### config.mk
export PLATFORM = sky130hd
export DESIGN_NAME = med_pred
export DESIGN_NICKNAME = d
export VERILOG_FILES = /design/src/rtl/core/med_predictive_pixel_codec_assert.svh /design/src/rtl/core/med_pkg.sv /design/src/rtl/core/med_pred.sv
export SDC_FILE = /design/constraint.sdc
export NUM_CORES = 1
export LEC_CHECK = 0
export ABC_CLOCK_PERIOD_IN_PS = 14600
export BUFFER_PORTS_ARGS = -buffer_cell sky130_fd_sc_hd__clkbuf_2
export CAP_MARGIN = 5
export CELL_PAD_IN_SITES_DETAIL_PLACEMENT = 1
export CELL_PAD_IN_SITES_GLOBAL_PLACEMENT = 1
export CORE_MARGIN = 2
export CORE_UTILIZATION = 42
export DETAILED_ROUTE_END_ITERATION = 12
export GPL_ROUTABILITY_DRIVEN = 0
export HOLD_SLACK_MARGIN = 0.03
export PLACE_DENSITY = 0.89
export SLEW_MARGIN = 10
export SYNTH_ARGS = -nofsm -noshare
export SYNTH_HDL_FRONTEND = slang
export SYNTH_SLANG_ARGS = --single-unit
### constraint.sdc
create_clock -name clock -period 14.6 [get_ports clock]
set_clock_uncertainty 0.05 [all_clocks]
set_input_delay 2.92 -clock clock [delete_from_list [all_inputs] [get_ports clock]]
set_output_delay 2.92 -clock clock [all_outputs]
set_load 0.01 [all_outputs]
### src/rtl/core/med_predictive_pixel_codec_assert.svh
// Assertion macros shared by the pixel codec RTL.
// Included by files that check their own pipeline behavior; no other dependencies.
`ifndef MED_PREDICTIVE_PIXEL_CODEC_ASSERT_SVH
`define MED_PREDICTIVE_PIXEL_CODEC_ASSERT_SVH

// same-cycle implication
`define MED_ASSERT_IMPL(label, clk, rst, ante, cons, msg) \
   label: assert property (@(posedge clk) disable iff (rst) (ante) |-> (cons)) \
      else $error(msg);

// next-cycle implication
`define MED_ASSERT_NEXT(label, clk, rst, ante, cons, msg) \
   label: assert property (@(posedge clk) disable iff (rst) (ante) |=> (cons)) \
      else $error(msg);

`endif

### src/rtl/core/med_pkg.sv
// Package for the MED pixel codec: sizes, register indexes and stage structs.
// No dependencies; imported by the control, prediction and top-level modules.
`default_nettype none

package med_pkg;

   localparam int MAX_WIDTH  = 1024;
   localparam int MAX_HEIGHT = 1024;

   localparam int PIX_W  = 8;
   localparam int RES_W  = 9;
   localparam int SIZE_W = 11;
   localparam int COL_W  = (MAX_WIDTH > 1) ? $clog2(MAX_WIDTH) : 1;
   localparam int ROW_W  = (MAX_HEIGHT > 1) ? $clog2(MAX_HEIGHT) : 1;
   // wide enough to compare any register value against the maxima
   localparam int EXT_W  = 18;

   localparam int RESET_SIZE = 1024;
   localparam int PIX_MAX    = 255;

   localparam int CSR_IDX_W = 2;
   localparam logic [CSR_IDX_W-1:0] CSR_DECODE_MODE  = 2'd0;
   localparam logic [CSR_IDX_W-1:0] CSR_FRAME_WIDTH  = 2'd1;
   localparam logic [CSR_IDX_W-1:0] CSR_FRAME_HEIGHT = 2'd2;

   localparam int REQ_DATA_W = 24;
   localparam int RSP_DATA_W = 24;

   // request held in the lookup stage while the line store read completes
   typedef struct packed {
      logic [PIX_W-1:0]        pixel;
      logic signed [RES_W-1:0] residual;
      logic [COL_W-1:0]        col;
      logic                    first;
      logic                    top_row;
      logic                    left_col;
      logic                    last;
   } stage_type;

   typedef struct packed {
      logic             en;
      logic [COL_W-1:0] addr;
   } ram_rd_type;

   typedef struct packed {
      logic             en;
      logic [COL_W-1:0] addr;
      logic [PIX_W-1:0] data;
   } ram_wr_type;

endpackage

`default_nettype wire

### src/rtl/core/med_pred.sv
// Prediction datapath for the MED pixel codec: neighbor registers, forwarding
// around the line store, residual/pixel math and the response register. Uses med_pkg.
`default_nettype none

module med_pred (
   input  wire logic                              clock,
   input  wire logic                              reset,
   input  wire logic                              decode_mode,
   input  wire logic                              stage_valid,
   input  wire med_pkg::stage_type                stage,
   input  wire med_pkg::ram_rd_type               ram_rd,
   input  wire logic [med_pkg::PIX_W-1:0]         ram_rdata,
   output logic                                   advance,
   output med_pkg::ram_wr_type                    ram_wr,
   output logic                                   rsp_tvalid,
   input  wire logic                              rsp_tready,
   output logic signed [med_pkg::RES_W-1:0]       rsp_residual,
   output logic [med_pkg::PIX_W-1:0]              rsp_pixel,
   output logic                                   rsp_last
);
   import med_pkg::*;

   logic [PIX_W-1:0]        left_ff, upper_left_ff;
   logic                    fwd_ff;
   logic [PIX_W-1:0]        fwd_pix_ff;
   logic                    rsp_valid_ff;
   logic signed [RES_W-1:0] rsp_residual_ff;
   logic [PIX_W-1:0]        rsp_pixel_ff;
   logic                    rsp_last_ff;

   logic [PIX_W-1:0]        upper, mx, mn, pred;
   logic [PIX_W+1:0]        grad;
   logic signed [RES_W-1:0] res_sat, res_enc, res;
   logic signed [RES_W+1:0] val;
   logic [PIX_W-1:0]        pix;

   assign advance = stage_valid && (!rsp_valid_ff || rsp_tready);

   always_comb begin
      upper = fwd_ff ? fwd_pix_ff : ram_rdata;
      mx    = (left_ff > upper) ? left_ff : upper;
      mn    = (left_ff > upper) ? upper : left_ff;
      grad  = {2'b00, left_ff} + {2'b00, upper} - {2'b00, upper_left_ff};

      if (stage.first) begin
         pred = '0;
      end else if (stage.top_row) begin
         pred = left_ff;
      end else if (stage.left_col) begin
         pred = upper;
      end else if (upper_left_ff >= mx) begin
         pred = mn;
      end else if (upper_left_ff <= mn) begin
         pred = mx;
      end else begin
         pred = grad[PIX_W-1:0];
      end

      // the only code outside +/-255 is the most negative one
      res_sat = (stage.residual == {1'b1, {(RES_W - 1){1'b0}}}) ?
                {1'b1, {(RES_W - 2){1'b0}}, 1'b1} : stage.residual;

      if (stage.first) begin
         val = (RES_W + 2)'(res_sat);
      end else begin
         val = $signed({3'b000, pred}) - (RES_W + 2)'(res_sat);
      end

      res_enc = stage.first ? $signed({1'b0, stage.pixel}) :
                $signed({1'b0, pred}) - $signed({1'b0, stage.pixel});

      if (decode_mode) begin
         res = res_sat;
         if (val < 0) begin
            pix = '0;
         end else if (val > (RES_W + 2)'(PIX_MAX)) begin
            pix = PIX_W'(PIX_MAX);
         end else begin
            pix = val[PIX_W-1:0];
         end
      end else begin
         res = res_enc;
         pix = stage.pixel;
      end
   end

   always_ff @(posedge clock) begin
      if (reset) begin
         left_ff       <= '0;
         upper_left_ff <= '0;
         fwd_ff        <= 1'b0;
         rsp_valid_ff  <= 1'b0;
      end else begin
         if (advance) begin
            left_ff       <= pix;
            upper_left_ff <= upper;
            rsp_valid_ff  <= 1'b1;
         end else if (rsp_tready) begin
            rsp_valid_ff  <= 1'b0;
         end
         // a read that lands on the entry written this cycle returns stale data
         if (ram_rd.en) begin
            fwd_ff <= advance && (ram_rd.addr == stage.col);
         end
      end
   end

   always_ff @(posedge clock) begin
      if (ram_rd.en) begin
         fwd_pix_ff <= pix;
      end
      if (advance) begin
         rsp_residual_ff <= res;
         rsp_pixel_ff    <= pix;
         rsp_last_ff     <= stage.last;
      end
   end

   assign ram_wr.en     = advance;
   assign ram_wr.addr   = stage.col;
   assign ram_wr.data   = pix;
   assign rsp_tvalid    = rsp_valid_ff;
   assign rsp_residual  = rsp_residual_ff;
   assign rsp_pixel     = rsp_pixel_ff;
   assign rsp_last      = rsp_last_ff;

endmodule

`default_nettype wire

==> impl_metrics.yaml <==
outcome:
  status: "finished, final reports clean"
grt:
  grt_start_max_net_pins: 50
  overflow: 0
  grt_pass1_vias: 4746
  antenna_found_initial: 0
  grt_pass1_wl_um: 23800
  grtUsageTotal_pct: 25.7
logic_synthesis:
  synth.distinct_cells: 62
  post_synth_inst_count: 562
  yosysWarnings: 0
  postSynthAreaPerCell_um2: 8.17
  synth_top_area_share_pct: 17.0
  synth_edf_count: 26
  yosysMostFrequentCell: "nor2_1"
  synth_common_cells: "nor2_1 (60), inv_1 (56), nand2_1 (47), a21oi_1 (45), ha_1 (45)"
  synth_nets: 671
  syn_area_um2: 4590
  seq_area_frac_synth_pct: 24.9
  synth_flop_cell: "edfxtp_1"
  yosys.area.top_type: "edfxtp_1"
  yosys_register_bits: 44
  synth_area_leaders: "edfxtp_1 (17%), ha_1 (12%), dfxtp_1 (7.8%)"
  synthArstFlopShare_pct: 0
timing:
  maxSlewViolCount: 0
  finalCritPeriodShare_pct: 91.7
  hold_viol_final: 0
  whs_ns: 0.467
  worst_slew_pin_slew_ns: 0.899
  worst_slack_ns: 1.22
  period_needed_ns: 13.38
  max_freq_ghz: 0.0747
  max_slew_margin_pct: 40.1
  grt_setup_unrepaired: "false"
  finalSetupViolCount: 0
  tns_ns: 0
clock_network:
  numCtsBuffers: 5
  post_cts_buffers: 0
  cts_resized: 0
  cts_sinks: 44
  clk_pin_slew_worst_paths_ns: 0.09
  cts_tree: "yes"
  cts_root_buf: "clkbuf_8"
  max-clock-path-buffers: 2
  worstSkewPairLatency_ns: 0.32
  cts_hold_buffers: 0
  cts.htree.levels: 2
drt:
  drc: 0
  vias: 4510
  wire_per_inst_um: 19.0
  drtIter0Drc: 206
  first_pass_iters: 5
  ant_nets: 0
  wl_um: 14600
  via_per_inst: 5.86
final_layout:
  fin_util_pct: 48.0
  fin_nets: 738
  syn_to_final_growth_pct: 12.3
  multiInputGateArea_um2: 3070
  drive_gt1_share_pct: 18.7
  fillers: 1381
  seq_area_um2: 1140
  diodes: 0
pwr:
  power.density_nw_per_um2: 94.2
  p_int_mw: 0.275
  p_clk_share_pct: 17.2
  ir_drop_mv: 0.0387
  pwr-share-seq_pct: 31.4
  p_sw_share_pct: 43.4
  p_switching_mw: 0.211
  comb_power_share_pct: 51.4
  p_leak_nw: 2.33
min_path:
  hp-class: "reg -> reg"
placement:
  place.port_buffers: 93
  pre_cts_slack_ns: 1.37
  hpwlAfterDp_um: 11700
floorplanning:
  rows: 38
  boundaryPins: 94
  initial_core_util_pct: 42.7
  fp.dieW_um: 109
  die_h_um: 109
  dieArea_um2: 11800
  core_um2: 10700
worst_setup_path:
  start_kind: "input pin"
  critical_path_arrival_ns: 10.41
  endpoint_kind: "primary output"
  cp_max_fo: 33
  critical_path_required_ns: 11.63
  crit_type: "in -> out"
flow_run:
  max_cap_viol_count: 0
[metrics by stage]
stage,instances,cell area (um^2),power (mW)
after floorplan,562,4590,0.330
after global placement,762,5070,0.386
after detailed placement,762,5070,0.400
after CTS,770,5160,0.484
after global routing,770,5160,0.518
final,770,5160,0.486
[sequential cells by signal, summed over array words and instances, names as in the netlist]
signal / flops
rsp_residual: 9
rsp_tvalid: 1
upper_left_ff: 8
fwd_ff: 1
left_ff: 8
rsp_last: 1
rsp_pixel: 8
fwd_pix_ff: 8
[cells in the final DEF, fill, tap and decap left out, types with 5 or more instances in the layout]
master and count:
clkbuf_2 93, dfxtp_1 18, o31ai_1 5, nor2_1 60, fa_1 9, a31oi_1 8
inv_1 56, o21ai_1 6, ha_1 45, nand2_1 47, nor2b_1 5, nand2b_1 6
a21o_1 12, nand4_1 8, a211oi_1 24, a311oi_1 7, nand3_1 6, edfxtp_1 26
o21ai_0 24, nor3_1 8, clkbuf_8 5, xnor2_1 24, mux2i_1 10, a21oi_1 45
[power groups by stage]
| stage | clock [mW] | sequential, mW | combinational [mW] |
|---|---|---|---|
| after floorplan | 0 | 0.155 | 0.175 |
| after global placement | 0 | 0.155 | 0.232 |
| after detailed placement | 0 | 0.155 | 0.245 |
| after CTS | 0.0843 | 0.152 | 0.247 |
| after global routing | 0.0882 | 0.154 | 0.276 |
| final | 0.0834 | 0.153 | 0.250 |
[critical path, stage by stage]
cell       delay, ns
clkbuf_2        0.08
mux2i_1         0.52
ha_1            0.37
nor2b_1         0.13
o211ai_1        0.16
a21o_1          0.21
a21o_1          0.73
a21oi_1         0.21
ha_1            0.35
nor2b_1         0.15
o211ai_1        0.13
a21o_1          0.22
a21oi_1         0.64
a211oi_1        0.17
a211oi_1        0.29
a211oi_1        0.10
a211oi_1        0.49
ha_1            0.31
nand2_1         0.10
or2_2           0.27
a2111oi_0       0.31
a211oi_1        0.15
o31ai_4         0.28
o21ai_2         0.13
o31ai_4         0.48
o21ai_1         0.18
nand2_1         0.16
clkbuf_2        0.15
[path summary, 6_finish.rpt]
| kind | startpoint | end | slack (ns) | cells past startpoint |
|---|---|---|---|---|
| worst max-delay path | ram_rdata[1] | ram_wr[3] | 1.22 | 28 |
| worst max register to register | fwd_ff | left_ff[1] | 6.24 | 26 |
| worst min register to register | rsp_tvalid | rsp_tvalid | 0.47 | 2 |
| worst min-delay path | rsp_tvalid | rsp_tvalid | 0.47 | 2 |
[cell type report]
class,count,share of cell area (%)
Clock buffer,6,1.41
Clock inverter,2,0.315
Inverter,56,4.08
Multi-Input combinational cell,428,59.5
Sequential cell,44,22.1
Tap cell,140,3.40
Timing Repair Buffer,94,9.17
[kinds of logic (layout without fill, tap and decap cells)]
group | Yosys count | after routing | share of synthesized area (%)
buffers and inverters | 90 | 158 | 8.29
flip-flops | 44 | 44 | 24.9
multiplexers | 14 | 14 | 3.16
XOR/XNOR | 27 | 27 | 5.15
adder cells (fa/ha/maj) | 57 | 57 | 16.8
AO/OA/AOI/OAI | 170 | 170 | 25.7
AND/OR/NAND/NOR | 160 | 160 | 16.0
[per-layer routing]
layer,track usage (%),vias up,routed length [um]
met5,0,-,0
met4,7.23,0,278
met3,3.13,23,532
met2,46.9,108,7610
met1,31.6,2223,6220
li1,-,2156,-
No activity file was read; power rests on OpenSTA's default activity.
