===== src/rtl/core/med_predictive_pixel_codec_assert.svh =====
// Assertion macros shared by the pixel codec RTL.
// Included by files that check their own pipeline behavior; no other dependencies.
`ifndef MED_PREDICTIVE_PIXEL_CODEC_ASSERT_SVH
`define MED_PREDICTIVE_PIXEL_CODEC_ASSERT_SVH

// same-cycle implication
`define MED_ASSERT_IMPL(label, clk, rst, ante, cons, msg) \
   label: assert property (@(posedge clk) disable iff (rst) (ante) |-> (cons)) \
      else $error(msg);

// next-cycle implication
`define MED_ASSERT_NEXT(label, clk, rst, ante, cons, msg) \
   label: assert property (@(posedge clk) disable iff (rst) (ante) |=> (cons)) \
      else $error(msg);

`endif


===== src/rtl/core/med_pkg.sv =====
// Package for the MED pixel codec: sizes, register indexes and stage structs.
// No dependencies; imported by the control, prediction and top-level modules.
`default_nettype none

package med_pkg;

   localparam int MAX_WIDTH  = 1024;
   localparam int MAX_HEIGHT = 1024;

   localparam int PIX_W  = 8;
   localparam int RES_W  = 9;
   localparam int SIZE_W = 11;
   localparam int COL_W  = (MAX_WIDTH > 1) ? $clog2(MAX_WIDTH) : 1;
   localparam int ROW_W  = (MAX_HEIGHT > 1) ? $clog2(MAX_HEIGHT) : 1;
   // wide enough to compare any register value against the maxima
   localparam int EXT_W  = 18;

   localparam int RESET_SIZE = 1024;
   localparam int PIX_MAX    = 255;

   localparam int CSR_IDX_W = 2;
   localparam logic [CSR_IDX_W-1:0] CSR_DECODE_MODE  = 2'd0;
   localparam logic [CSR_IDX_W-1:0] CSR_FRAME_WIDTH  = 2'd1;
   localparam logic [CSR_IDX_W-1:0] CSR_FRAME_HEIGHT = 2'd2;

   localparam int REQ_DATA_W = 24;
   localparam int RSP_DATA_W = 24;

   // request held in the lookup stage while the line store read completes
   typedef struct packed {
      logic [PIX_W-1:0]        pixel;
      logic signed [RES_W-1:0] residual;
      logic [COL_W-1:0]        col;
      logic                    first;
      logic                    top_row;
      logic                    left_col;
      logic                    last;
   } stage_type;

   typedef struct packed {
      logic             en;
      logic [COL_W-1:0] addr;
   } ram_rd_type;

   typedef struct packed {
      logic             en;
      logic [COL_W-1:0] addr;
      logic [PIX_W-1:0] data;
   } ram_wr_type;

endpackage

`default_nettype wire


===== src/rtl/core/med_ctrl.sv =====
// Control for the MED pixel codec: configuration registers, raster counters,
// line store read issue and the lookup stage register. Uses med_pkg.
`default_nettype none

module med_ctrl (
   input  wire logic                            clock,
   input  wire logic                            reset,
   input  wire logic                            csr_we,
   input  wire logic [med_pkg::CSR_IDX_W-1:0]   csr_index,
   input  wire logic [med_pkg::SIZE_W-1:0]      csr_wdata,
   input  wire logic                            req_tvalid,
   output logic                                 req_tready,
   input  wire logic [med_pkg::PIX_W-1:0]       req_pixel,
   input  wire logic signed [med_pkg::RES_W-1:0] req_residual,
   input  wire logic                            advance,
   output logic                                 decode_mode,
   output logic                                 stage_valid,
   output med_pkg::stage_type                   stage,
   output med_pkg::ram_rd_type                  ram_rd
);
   import med_pkg::*;

   logic              decode_mode_ff;
   logic [SIZE_W-1:0] width_ff;
   logic [SIZE_W-1:0] height_ff;
   logic [COL_W-1:0]  col_ff, col_in;
   logic [ROW_W-1:0]  row_ff, row_in;
   logic              stage_valid_ff, stage_valid_in;
   stage_type         stage_ff, stage_in;

   logic [COL_W:0]    eff_w;
   logic [ROW_W:0]    eff_h;
   logic              wrap;
   logic [COL_W-1:0]  col;
   logic [ROW_W-1:0]  row;
   logic [COL_W:0]    col_next;
   logic [ROW_W:0]    row_next;
   logic              accept;

   // clamp frame size to 1..max
   always_comb begin
      if (EXT_W'(width_ff) > EXT_W'(MAX_WIDTH)) begin
         eff_w = (COL_W + 1)'(MAX_WIDTH);
      end else if (width_ff == '0) begin
         eff_w = (COL_W + 1)'(1);
      end else begin
         eff_w = (COL_W + 1)'(width_ff);
      end
      if (EXT_W'(height_ff) > EXT_W'(MAX_HEIGHT)) begin
         eff_h = (ROW_W + 1)'(MAX_HEIGHT);
      end else if (height_ff == '0) begin
         eff_h = (ROW_W + 1)'(1);
      end else begin
         eff_h = (ROW_W + 1)'(height_ff);
      end
   end

   assign req_tready = !stage_valid_ff || advance;
   assign accept     = req_tvalid && req_tready;

   always_comb begin
      // restart the frame when the size shrank below the counters
      wrap     = ({1'b0, col_ff} >= eff_w) || ({1'b0, row_ff} >= eff_h);
      col      = wrap ? '0 : col_ff;
      row      = wrap ? '0 : row_ff;
      col_next = {1'b0, col} + (COL_W + 1)'(1);
      row_next = {1'b0, row} + (ROW_W + 1)'(1);

      col_in = col_ff;
      row_in = row_ff;
      if (accept) begin
         if (col_next >= eff_w) begin
            col_in = '0;
            row_in = (row_next >= eff_h) ? '0 : row_next[ROW_W-1:0];
         end else begin
            col_in = col_next[COL_W-1:0];
            row_in = row;
         end
      end

      stage_in.pixel    = req_pixel;
      stage_in.residual = req_residual;
      stage_in.col      = col;
      stage_in.first    = (col == '0) && (row == '0);
      stage_in.top_row  = (row == '0);
      stage_in.left_col = (col == '0);
      stage_in.last     = ({1'b0, col} == eff_w - (COL_W + 1)'(1)) &&
                          ({1'b0, row} == eff_h - (ROW_W + 1)'(1));

      if (accept) begin
         stage_valid_in = 1'b1;
      end else if (advance) begin
         stage_valid_in = 1'b0;
      end else begin
         stage_valid_in = stage_valid_ff;
      end
   end

   always_ff @(posedge clock) begin
      if (reset) begin
         decode_mode_ff <= 1'b0;
         width_ff       <= SIZE_W'(RESET_SIZE);
         height_ff      <= SIZE_W'(RESET_SIZE);
         col_ff         <= '0;
         row_ff         <= '0;
         stage_valid_ff <= 1'b0;
      end else begin
         if (csr_we) begin
            unique case (csr_index)
               CSR_DECODE_MODE:  decode_mode_ff <= csr_wdata[0];
               CSR_FRAME_WIDTH:  width_ff       <= csr_wdata;
               CSR_FRAME_HEIGHT: height_ff      <= csr_wdata;
               default: ;
            endcase
         end
         col_ff         <= col_in;
         row_ff         <= row_in;
         stage_valid_ff <= stage_valid_in;
      end
   end

   always_ff @(posedge clock) begin
      if (accept) begin
         stage_ff <= stage_in;
      end
   end

   assign decode_mode = decode_mode_ff;
   assign stage_valid = stage_valid_ff;
   assign stage       = stage_ff;
   assign ram_rd.en   = accept;
   assign ram_rd.addr = col;

endmodule

`default_nettype wire


===== config.mk =====
export PLATFORM = sky130hd
export DESIGN_NAME = med_ctrl
export DESIGN_NICKNAME = d
export VERILOG_FILES = /design/src/rtl/core/med_predictive_pixel_codec_assert.svh /design/src/rtl/core/med_pkg.sv /design/src/rtl/core/med_ctrl.sv
export SDC_FILE = /design/constraint.sdc
export NUM_CORES = 1
export LEC_CHECK = 0
export BUFFER_PORTS_ARGS = -buffer_cell sky130_fd_sc_hd__buf_2
export CAP_MARGIN = 20
export CELL_PAD_IN_SITES_DETAIL_PLACEMENT = 2
export CELL_PAD_IN_SITES_GLOBAL_PLACEMENT = 2
export CORE_MARGIN = 10
export CORE_UTILIZATION = 31
export CTS_CLUSTER_SIZE = 20
export DETAILED_ROUTE_END_ITERATION = 6
export GPL_TIMING_DRIVEN = 0
export PLACE_DENSITY_LB_ADDON = 0.12
export SKIP_CTS_REPAIR_TIMING = 1
export SLEW_MARGIN = 30
export SYNTH_ARGS = -nofsm -noshare
export SYNTH_HDL_FRONTEND = slang
export SYNTH_SLANG_ARGS = --single-unit
export TNS_END_PERCENT = 10

===== constraint.sdc =====
create_clock -name clock -period 5.3 [get_ports clock]
set_input_delay 0.53 -clock clock [delete_from_list [all_inputs] [get_ports clock]]
set_output_delay 0.53 -clock clock [all_outputs]
set_load 0.005 [all_outputs]

==> metrics.cfg <==
[detailed_routing]
firstDrtPassIters=4
totalWireLength_um=19600
num_vias=4922
route.detailed.wl_per_inst_um=21.4
first_iter_violations=257
avgViaCountPerCell=5.40
postRouteAntennaNets=0
drcViolationCount=0

[critical_path]
cp-start-kind=register
reg2regPathDepth=26
r2r_slack_ps=270
timing.rr.start=width_ff[3]$_SDFFE_PP0P_
crit_family=simple AND/OR/NAND/NOR gates
critical_path.max_fanout=10
cp.arrival_ps=5230
critPathBufInv=4
path_depth=26
max_stage_delay_ps=380
cp_data_required_time_ps=5510
crit_type=reg2reg
crit_slowest_cell=nor4_4
setup.worst_path.end_class=register
endpoint=row_ff[7]$_SDFFE_PP0P_
r2r_end=row_ff[7]$_SDFFE_PP0P_
critPathLaunch=width_ff[3]$_SDFFE_PP0P_

[job]
cap_violations=0

[sta]
layout_setup_ws_ps=275
fin_crit_ps=5030
max_freq_ghz=0.199
tns_ps=0
skew_ps=12.8
tightest_slew_ps=679
maxSlewHeadroom_pct=54.7
finalMaxSlewViolations=0
fin_crit_sh_pct=94.8
hold_viol=0
setup_viol=0

[clock_network]
cts.reportedPaths.clkPinSlew_ps=70
ctsRootBufferMaster=clkbuf_16
ctsLongestPathBuffers=2
cts_tree=built
cts_htree_levels=3
cts_made_buffers=9
cts_sinks=75
clkLatencyLatePin_ps=360

[global_routing]
grt_start_max_net_pins=25
grt-ovfl-total=0
gr-usage-all-layers_pct=17.1
grt_pass1_wl_um=29900
grt_pass1_vias=5276
antenna_found_initial=0

[yosys]
synthFlopType=dfxtp_1
synthTopCellsByCount=nor2_1, nand2_1, a21oi_1, ha_1, dfxtp_1
synth-seq-area-share_pct=35.4
ys_ff_latch=75
synth-xor-area-share_pct=4.72
synth-warning-count=0
syn_nets=666
synth-compound-area-share_pct=16.6
synth_area_leaders=edfxtp_1, dfxtp_1, ha_1
async_reset_ff_share_pct=0
synth_area_um2=5120
synth-adder-area-share_pct=11.7
avgSynthCellArea_um2=8.78
synth.most_common_cell=nor2_1
synth_edf_count=31
synth_top_area_share_pct=18.2
synth-simple-area-share_pct=24.0
synth_top_family_by_area=simple AND/OR/NAND/NOR gates
synth_cell_types=69
syn_inst=583
muxShareOfSynthArea_pct=2.15
synth_area_leader_cell=edfxtp_1

[power_and_ir_drop]
switching_power_mw=0.442
peakVddDrop_v=0.000116
combPwrFrac_pct=16.5
internal_power_mw=1.10
p_per_area_nw_per_um2=238
p_leak_nw=2.68
sequentialPowerShare_pct=41.6
p_clk_share_pct=41.9
netSwitchingFraction_pct=28.6

[layout]
final_nets=774
area_growth_pct=26.4
diodes=0
final_util_pct=40.3
drive_gt1_share_pct=25.1

[die]
die_h_um=148
initial_core_util_pct=31.9
core_um2=16100
dieArea_um2=22000
rows=46
pin_count=80
die_w_um=148

[place]
dp_hpwl_um=15100
gp_congestion=0.851
io_buffers=78
preCtsSetupSlack_ps=-1820

[run_status]
status=completed

[worst_hold_path]
hold_path.class=in2reg

[state kept, by name, indices dropped and copies added, names as in the netlist]
signal       count
height_ff       11
decode_mode      1
stage_valid      1
col_ff          10
row_ff          10
width_ff        11
stage           31
[through the flow]
stage | power, mW | hold slack, ps | std cells | area (µm²)
after floorplan | 0.771 | 455 | 583 | 5120
after detailed placement | 0.865 | 487 | 878 | 5810
after global placement | 0.854 | 477 | 877 | 5780
final | 1.54 | 346 | 912 | 6470
after global routing | 1.61 | 340 | 912 | 6470
after CTS | 1.51 | 341 | 894 | 6110
[worst min path at each step]
| stage | slack, ps | depth (start not counted) | to | start |
|---|---|---|---|---|
| 2_1_floorplan | 460 | 2 | width_ff[0]$_SDFFE_PP0P_ | width_ff[0]$_SDFFE_PP0P_ |
| 3_3_place_gp | 480 | 2 | decode_mode$_SDFFE_PP0P_ | decode_mode$_SDFFE_PP0P_ |
| 5_1_grt | 340 | 1 | stage[22]$_DFFE_PP_ | req_residual[8] |
| 4_1_cts | 340 | 1 | stage[21]$_DFFE_PP_ | req_residual[7] |
| 6_report | 350 | 1 | stage[21]$_DFFE_PP_ | req_residual[7] |
| 3_5_place_dp | 490 | 2 | decode_mode$_SDFFE_PP0P_ | decode_mode$_SDFFE_PP0P_ |
[layer usage]
metal,global-route usage (%),share of wire (%),up-vias
li1,-,-,2351
met1,21.9,45,2441
met2,28.1,48,112
met3,3.79,5.7,18
met4,4.81,1.3,0
met5,0,0,-
[power by group through the flow]
| stage | sequential (mW) | clock (mW) | combinational (mW) |
|---|---|---|---|
| 4_1_cts | 0.639 | 0.659 | 0.214 |
| 6_report | 0.641 | 0.647 | 0.254 |
| 3_5_place_dp | 0.652 | 0 | 0.213 |
| 3_3_place_gp | 0.651 | 0 | 0.203 |
| 2_1_floorplan | 0.650 | 0 | 0.121 |
| 5_1_grt | 0.644 | 0.684 | 0.279 |
[cell families after synthesis]
logic type / after synthesis
adder cells (fa/ha/maj): 48
buffers and inverters: 61
flip-flops: 75
XOR/XNOR: 26
AND/OR/NAND/NOR: 233
AO/OA/AOI/OAI: 129
multiplexers: 11
[worst register-to-register path: stages, from the launching register on]
cell	delay, ps
dfxtp_1	370
nor4_4	380
and3_4	280
nor2b_1	130
o21ai_1	110
inv_1	110
ha_1	240
nand3_1	90
nor3_1	70
nor4_4	220
and3_4	280
buf_6	160
nand2_2	100
inv_2	110
ha_4	180
nand3_1	100
xor2_1	180
nor2_2	210
ha_4	240
a211oi_2	180
nand2_1	130
a211oi_2	270
o21ai_4	160
and2_1	190
clkbuf_4	200
nand4_1	120
a21oi_1	100
[placed cells by master (no fill, tap or decap), drive strengths merged, types with 3 or more instances in the layout]
master   synthesis  routed
a211oi           5       5
a21o             4       4
a21oi           49      50
a22oi            8       8
and2            10      10
and3             9       9
buf             14     114
clkbuf          25      31
dfxtp           44      44
edfxtp          31      31
ha              48      48
inv             22      24
mux2i           11      11
nand2           52      52
nand2b          11      11
nand3           24      24
nand3b           4       4
nand4           19      19
nand4b           4       4
nor2            53      53
nor2b            4       4
nor3            11      11
nor4             7       7
o2111ai          3       3
o211ai           5       5
o21a             4       4
o21ai           23      23
o21bai           3       3
or2              6       6
or3              7       7
or4              3       3
xnor2           11      11
xor2            14      14
[final cells by class]
type / count / area [µm²]
Inverter: 22 / 85.1
Buffer: 37 / 213
Clock buffer: 10 / 229
Multi-Input combinational cell: 448 / 3210
Sequential cell: 75 / 1820
Timing Repair Buffer: 98 / 573
Tap cell: 216 / 270
Fill cell: 1799 / 9590
Clock inverter: 6 / 72.6
Note: power is estimated with default switching activity, not from simulation.
